## src/rem_pkg.sv

```systemverilog
// shared widths, register codes, configuration struct and exp level table for the ellipse mask
package rem_pkg;

  // field widths
  localparam int unsigned CoordW  = 12;
  localparam int unsigned AngleW  = 16;
  localparam int unsigned InvW    = 24;
  localparam int unsigned LevelW  = 17;
  localparam int unsigned CfgIdxW = 3;
  localparam int unsigned CfgW    = 24;

  // datapath widths
  localparam int unsigned DiffW   = CoordW + 1;
  localparam int unsigned ProdW   = DiffW + AngleW;
  localparam int unsigned RotW    = ProdW + 1;
  localparam int unsigned MagW    = RotW - 1;
  localparam int unsigned ScaledW = MagW + InvW;
  localparam int unsigned ScaleShift = 18;
  localparam int unsigned ClampW  = 29;
  localparam int unsigned SqW     = 2 * ClampW;
  localparam int unsigned QW      = SqW + 1;

  // exp argument handling
  localparam int unsigned QShift   = 16;
  localparam int unsigned Q16W     = QW - QShift;
  localparam int unsigned Q16KeepW = 36;
  localparam int unsigned HalfW    = Q16KeepW / 2;
  localparam int unsigned PartW    = HalfW + InvW;
  localparam int unsigned TW       = Q16KeepW + InvW;
  localparam int unsigned ArgFracW = 16;
  localparam int unsigned ArgIntW  = 4;
  localparam int unsigned ArgW     = ArgFracW + ArgIntW;

  // exp table
  localparam int unsigned ExpTableDepth = 256;
  localparam int unsigned ExpIdxW       = $clog2(ExpTableDepth);

  localparam logic [LevelW-1:0] FullScale = LevelW'(65536);

  // configuration register indexes
  typedef enum logic [CfgIdxW-1:0] {
    REG_CENTER_ROW   = 3'd0,
    REG_CENTER_COL   = 3'd1,
    REG_COS_ANGLE    = 3'd2,
    REG_SIN_ANGLE    = 3'd3,
    REG_INV_MAJOR    = 3'd4,
    REG_INV_MINOR    = 3'd5,
    REG_INV_SIGMA_SQ = 3'd6,
    REG_INVERT_MASK  = 3'd7
  } reg_idx_e;

  typedef struct packed {
    logic [CoordW-1:0]        center_row;
    logic [CoordW-1:0]        center_col;
    logic signed [AngleW-1:0] cos_angle;
    logic signed [AngleW-1:0] sin_angle;
    logic [InvW-1:0]          inv_major;
    logic [InvW-1:0]          inv_minor;
    logic [InvW-1:0]          inv_sigma_sq;
    logic                     invert_mask;
  } cfg_t;

  typedef logic [LevelW-1:0] exp_table_t [ExpTableDepth];

  // exp(-k*h) levels, h = 16 / depth, worked out at elaboration
  function automatic exp_table_t build_exp_table();
    logic [63:0] hq;
    logic [63:0] term;
    logic [63:0] sum;
    logic [63:0] ratio;
    logic [63:0] acc;
    exp_table_t  tab;
    hq   = (64'd16 << 32) / 64'(ExpTableDepth);
    term = 64'd1 << 32;
    sum  = 64'd1 << 32;
    for (int n = 1; n <= 24; n++) begin
      term = ((term * (hq >> 1)) >> 31) / 64'(n);
      if (n % 2 == 1) begin
        sum = (sum >= term) ? sum - term : 64'd0;
      end else begin
        sum = sum + term;
      end
    end
    ratio = sum;
    acc   = 64'd1 << 32;
    for (int k = 0; k < ExpTableDepth; k++) begin
      if (k > 0) begin
        acc = (acc * ratio) >> 32;
      end
      tab[k] = LevelW'((acc + 64'd32768) >> 16);
    end
    return tab;
  endfunction

endpackage

```

## src/rem_rotate.sv

```systemverilog
// centre offset and rotation stages: offsets, partial products, rotated magnitudes
module rem_rotate (
  input  logic                        clk_i,
  input  logic                        rst_ni,
  input  rem_pkg::cfg_t               cfg_i,
  input  logic                        in_valid_i,
  output logic                        in_ready_o,
  input  logic [rem_pkg::CoordW-1:0]  pixel_row_i,
  input  logic [rem_pkg::CoordW-1:0]  pixel_col_i,
  output logic                        out_valid_o,
  input  logic                        out_ready_i,
  output logic [rem_pkg::MagW-1:0]    mag_col_o,
  output logic [rem_pkg::MagW-1:0]    mag_row_o
);

  localparam int unsigned DiffW = rem_pkg::DiffW;
  localparam int unsigned ProdW = rem_pkg::ProdW;
  localparam int unsigned RotW  = rem_pkg::RotW;
  localparam int unsigned MagW  = rem_pkg::MagW;

  logic v1_q, v2_q, v3_q;
  logic rdy1, rdy2, rdy3;

  logic signed [DiffW-1:0] dr_d, dc_d, dr_q, dc_q;
  logic signed [rem_pkg::AngleW-1:0] cos_s, sin_s;
  logic signed [ProdW-1:0] p_rc_d, p_rs_d, p_cc_d, p_cs_d;
  logic signed [ProdW-1:0] p_rc_q, p_rs_q, p_cc_q, p_cs_q;
  logic signed [RotW-1:0]  cr_d, rr_d;
  logic [MagW-1:0]         mag_c_d, mag_r_d, mag_c_q, mag_r_q;

  // stage ready chain
  assign rdy3       = !v3_q || out_ready_i;
  assign rdy2       = !v2_q || rdy3;
  assign rdy1       = !v1_q || rdy2;
  assign in_ready_o = rdy1;

  // centre offsets
  assign dr_d = $signed({1'b0, pixel_row_i}) - $signed({1'b0, cfg_i.center_row});
  assign dc_d = $signed({1'b0, pixel_col_i}) - $signed({1'b0, cfg_i.center_col});

  // rotation partial products
  assign cos_s  = cfg_i.cos_angle;
  assign sin_s  = cfg_i.sin_angle;
  assign p_rc_d = dr_q * cos_s;
  assign p_rs_d = dr_q * sin_s;
  assign p_cc_d = dc_q * cos_s;
  assign p_cs_d = dc_q * sin_s;

  // rotated offsets and their magnitudes
  assign cr_d    = RotW'(p_cc_q) + RotW'(p_rs_q);
  assign rr_d    = RotW'(p_rc_q) - RotW'(p_cs_q);
  assign mag_c_d = cr_d[RotW-1] ? MagW'(-cr_d) : MagW'(cr_d);
  assign mag_r_d = rr_d[RotW-1] ? MagW'(-rr_d) : MagW'(rr_d);

  // valid bits
  always_ff @(posedge clk_i or negedge rst_ni) begin
    if (!rst_ni) begin
      v1_q <= 1'b0;
      v2_q <= 1'b0;
      v3_q <= 1'b0;
    end else begin
      if (rdy1) v1_q <= in_valid_i;
      if (rdy2) v2_q <= v1_q;
      if (rdy3) v3_q <= v2_q;
    end
  end

  // payload registers
  always_ff @(posedge clk_i) begin
    if (rdy1 && in_valid_i) begin
      dr_q <= dr_d;
      dc_q <= dc_d;
    end
    if (rdy2 && v1_q) begin
      p_rc_q <= p_rc_d;
      p_rs_q <= p_rs_d;
      p_cc_q <= p_cc_d;
      p_cs_q <= p_cs_d;
    end
    if (rdy3 && v2_q) begin
      mag_c_q <= mag_c_d;
      mag_r_q <= mag_r_d;
    end
  end

  assign out_valid_o = v3_q;
  assign mag_col_o   = mag_c_q;
  assign mag_row_o   = mag_r_q;

endmodule

```

## config.mk

```make
export PLATFORM = sky130hd
export DESIGN_NAME = rem_rotate
export DESIGN_NICKNAME = d
export VERILOG_FILES = /design/src/rem_pkg.sv /design/src/rem_rotate.sv
export SDC_FILE = /design/constraint.sdc
export NUM_CORES = 2
export LEC_CHECK = 0
export ABC_CLOCK_PERIOD_IN_PS = 12900
export BUFFER_PORTS_ARGS = -buffer_cell sky130_fd_sc_hd__buf_2
export CAP_MARGIN = 25
export CORE_ASPECT_RATIO = 0.8
export CORE_MARGIN = 2
export CORE_UTILIZATION = 67
export CTS_CLUSTER_DIAMETER = 30
export DETAILED_ROUTE_END_ITERATION = 7
export GPL_ROUTABILITY_DRIVEN = 0
export PLACE_DENSITY = 0.86
export SLEW_MARGIN = 20
export SYNTH_ARGS = -nofsm -noshare
export SYNTH_HDL_FRONTEND = slang
export SYNTH_SLANG_ARGS = --single-unit
```

## constraint.sdc

```tcl
create_clock -name clk_i -period 12.9 [get_ports clk_i]
set_input_delay 1.935 -clock clk_i [delete_from_list [all_inputs] [get_ports clk_i]]
set_output_delay 1.935 -clock clk_i [all_outputs]
set_load 0.05 [all_outputs]
```

## Word-level counts from Yosys, hierarchy flattened

Index checks and enable logic that the tools add are counted.

- Bits in registers: 203
- Input bits: 157
- Output and inout port bits: 60

- $add $sub $neg: 6
- Multipliers: 4
- Multiplexer cells: 2
- Reduce and logical (&&, ||, !) cells: 9

Operators with widths:

| kind | number |
|---|---|
| multiplier 13 x 16 -> 29 bit | 4 |
| two-way mux 29 bit | 2 |
| negator 29 bit | 2 |
| adder 29 x 29 -> 30 bit | 1 |
| subtractor 29 x 29 -> 30 bit | 1 |
| subtractor 12 x 12 -> 13 bit | 2 |
| logical AND 1 bit | 3 |
| logical NOT 1 bit | 3 |
| logical OR 1 bit | 3 |

## Logic depth before layout (Yosys ltp)

- Depth in word-level cells: 5
- Mapped depth: 26

## Worst setup path after synthesis

No wires, ideal clock.

- Path type: input-to-reg
- From: in cfg_i[84] (netlist name)
- To: reg p_cs_q[28] (data pin)
- Setup time: 0.260 ns
- Data arrival time: 7.266 ns
- Data required time: 12.640 ns
- Path slack: 5.374 ns
- Stages on the path: 22
- Buffers on the path: 1
- Cells stage by stage: clkbuf_1 -> and2_1 -> fa_1 -> inv_1 -> fa_1 -> inv_1 -> fa_1 -> fa_1 -> fa_1 -> fa_1 -> ha_1 -> a21o_1 -> a21o_1 -> a21o_1 -> inv_1 -> a2bb2oi_1 -> o31ai_1 -> o41ai_1 -> o211a_1 -> o21bai_1 -> a21oi_1 -> xnor2_1

- Cells in the longest elaborated chain, start to end: 1

Ends and longest elaborated chain:

| item | line | RTL |
|---|---|---|
| from (decl) | rem_rotate.sv:5 | `input rem_pkg::cfg_t cfg_i,` |
| multiplier 13 x 16 -> 29 bit | rem_rotate.sv:47 | `assign p_cs_d = dc_q * sin_s;` |
| named net p_cs_d[28] | rem_rotate.sv:26 | `logic signed [ProdW-1:0] p_rc_d, p_rs_d, p_cc_d, p_cs_d;` |
| to (signal assigned) | rem_rotate.sv:78 | `p_cs_q <= p_cs_d;` |
| to (decl) | rem_rotate.sv:27 | `logic signed [ProdW-1:0] p_rc_q, p_rs_q, p_cc_q, p_cs_q;` |

The timed path passes the listed nets, and every way through them passes these cells.
A chain may end at the register's enable or synchronous reset.

## Worst setup path after layout

- From: in cfg_i[80] (netlist name)
- To: reg p_rs_q[21] (data pin)

- Cells in the longest elaborated chain, start to end: 1

Ends and longest elaborated chain:

| item | line | RTL |
|---|---|---|
| multiplier 13 x 16 -> 29 bit | rem_rotate.sv:45 | `assign p_rs_d = dr_q * sin_s;` |
| named net p_rs_d[21] | rem_rotate.sv:26 |  |
| to (signal assigned) | rem_rotate.sv:76 | `p_rs_q <= p_rs_d;` |
| to (decl) | rem_rotate.sv:27 |  |

The timed path passes the listed nets, and every way through them passes these cells.

==> results.json <==
{
  "antenna_left": 0,
  "worstSetupStartpoint": "cfg_i[80]",
  "fin_skew_ns": 0.0335,
  "async_reset_ff_share_pct": 1.48,
  "hp-start": "v1_q",
  "antenna_found_initial": 1,
  "drt_iter0_markers": 2578,
  "final_common_cell": "inv_1",
  "first_global_vias": 32100,
  "cp_max_fo": 26,
  "max_freq_mhz": 121,
  "grt.overflow.total": 0,
  "relSlewSlack_pct": 26.3,
  "antenna_cells": 0,
  "drive_gt1_share_pct": 7.02,
  "num_rows": 81,
  "synth_nets": 5611,
  "worst_slack_ns": 4.64,
  "fin_crit_ns": 8.26,
  "root_buffer": "clkbuf_16",
  "avgSynthCellArea_sq_um": 9.60,
  "layout_common_cells": "inv_1, fa_1, nand2_1",
  "maxCapViolations": 0,
  "initial_core_util_pct": 67.6,
  "vias": 30100,
  "cts_buffers": 52,
  "synth-main-ff-cell": "edfxtp_1",
  "whs_ns": 0.485,
  "drc_errors": 0,
  "hp-class": "flop to flop",
  "timing.rr.start": "dr_q[1]",
  "worstPathCellList": "buf_2 -> and2_1 -> fa_1 -> inv_1 -> fa_1 -> inv_1 -> fa_1 -> inv_1 -> fa_1 -> inv_1 -> fa_1 -> ha_1 -> ha_1 -> o21ai_0 -> a21boi_0 -> o21ai_0 -> a21oi_1 -> o21a_1 -> o31a_1 -> o41ai_1 -> nor2b_1 -> o21a_1 -> o311ai_0",
  "grt_pass1_wl_microns": 159000,
  "area_growth_syn_to_layout_pct": 7.85,
  "dr.pass1.iters": 7,
  "pre_cts_slack_ns": 4.15,
  "worst-path-buf-inv": 5,
  "ys_seq_elements": 203,
  "layout.nets": 5688,
  "synth_area_sq_um": 41200,
  "htreeDepth": 2,
  "critPathKind": "input pin to flop",
  "crit_required_ns": 13.31,
  "synth_cells": 4294,
  "outcome": "completed",
  "synth_top_area_cell": "fa_1",
  "synth_cell_types": 76,
  "cp_top_family": "adder cells",
  "post_drt_via_cell_ratio": 5.75,
  "finalSetupViolCount": 0,
  "yosysTopAreaCellShare_pct": 38.1,
  "cts_sinks": 203,
  "crit_top_cell": "fa_1",
  "tightest_slew_ns": 1.09,
  "ys_seq_area_share_pct": 14.8,
  "postCtsSetupBuffers": 0,
  "die_w_microns": 281,
  "synth_edf_count": 200,
  "io_pins": 217,
  "dp_hpwl_microns": 69000,
  "slowest_delay_ns": 0.85,
  "die_area_sq_um": 63500,
  "synth_area_leaders": "fa_1, edfxtp_1, ha_1",
  "fin_util_pct": 72.9,
  "critPathLaunchType": "input pin",
  "drv_slew": 0,
  "critPathArrivalTime_ns": 8.67,
  "track_usage_pct": 31.4,
  "core_area_sq_um": 61000,
  "cp-end-kind": "flop",
  "grt_max_degree": 61,
  "synth-warning-count": 0,
  "finalSetupTns_ns": 0,
  "rsz0062_at_grt": "no",
  "cts_tree": "yes",
  "clk_pin_slew_ns": 0.05,
  "clockBufferDepth": 3,
  "cts_hold_buf": 0,
  "post_drt_wl_per_cell_microns": 18.0,
  "portBuffers": 143,
  "drt_wl_total_microns": 94200,
  "fin_crit_sh_pct": 64.0,
  "die_height_microns": 226,
  "worstSkewPairLatency_ns": 0.62,
  "cts_resized": 0,
  "hold_violations": 0,
  "crit_slowest_cell": "o41ai_1"
}
## metrics by stage
step | cells | area (sq um)
2_1_floorplan | 4294 | 41200
4_1_cts | 5242 | 44400
6_report | 5244 | 44400
3_3_place_gp | 5144 | 42600
3_5_place_dp | 5145 | 42600
5_1_grt | 5244 | 44400
## layout make-up
class	count	area [sq um]
multi-input cells	3040	31200
flip-flops and latches	203	6080
fillers	4261	16600
inverters	895	3360
repair buffers	179	1000
clock inverters	40	462
well taps	830	1040
clock buffers	57	1320
## worst paths after layout
path	end	slack, ns	cells past startpoint
min	v2_q	0.49	1
max in group asynchronous	v2_q	11.67	1
min reg2reg	v2_q	0.49	1
max	p_rs_q[21]	4.64	23
max reg2reg	p_rs_q[21]	5.75	23
min in group asynchronous	out_valid_o	1.13	1
## sequential cells by signal, indices dropped and copies added (netlist names)
signal	cells
mag_col_o	29
mag_row_o	29
p_cc_q	29
p_cs_q	29
p_rc_q	29
p_rs_q	29
dc_q	13
dr_q	13
out_valid_o	1
v1_q	1
v2_q	1
## metal layers
metal | share of wire [%] | vias up | track usage [%]
met5 | 0.014 | - | 0
met4 | 4.6 | 2 | 13.2
met3 | 10 | 258 | 6.42
met2 | 45 | 1526 | 48.9
met1 | 40 | 15000 | 43.4
li1 | - | 13400 | -
## cell usage after synthesis, types with 47 or more instances
cell type	number
edfxtp_1	200
nor2_1	182
inv_1	894
a21oi_1	121
o21ai_0	85
ha_1	376
fa_1	784
and2_1	361
a21o_1	47
clkbuf_1	152
xnor2_1	167
xor2_1	60
nand2_1	497
## kinds of logic (layout without fill, tap and decap cells)
family,count (synthesis),count (layout),share of synthesized area [%]
compound gates,422,422,6.74
xor+xnor,227,227,4.82
fa+ha+maj,1160,1160,49.5
buf+inv,1051,1171,9.61
flops,203,203,14.8
mux,6,6,0.158
simple gates,1225,1225,14.4
## worst register-to-register path: cells and delay by family (launching register included)
kind,cells,cell delay (ns)
adders and majority gates,7,3.06
AOI/OAI and AO/OA,9,2.62
and+or+nand+nor,2,0.48
buffers and inverters,5,0.47
DFF,1,0.35
Power is not shown: default switching activity piles up to over one toggle a cycle in this logic, so the estimate is an artifact.
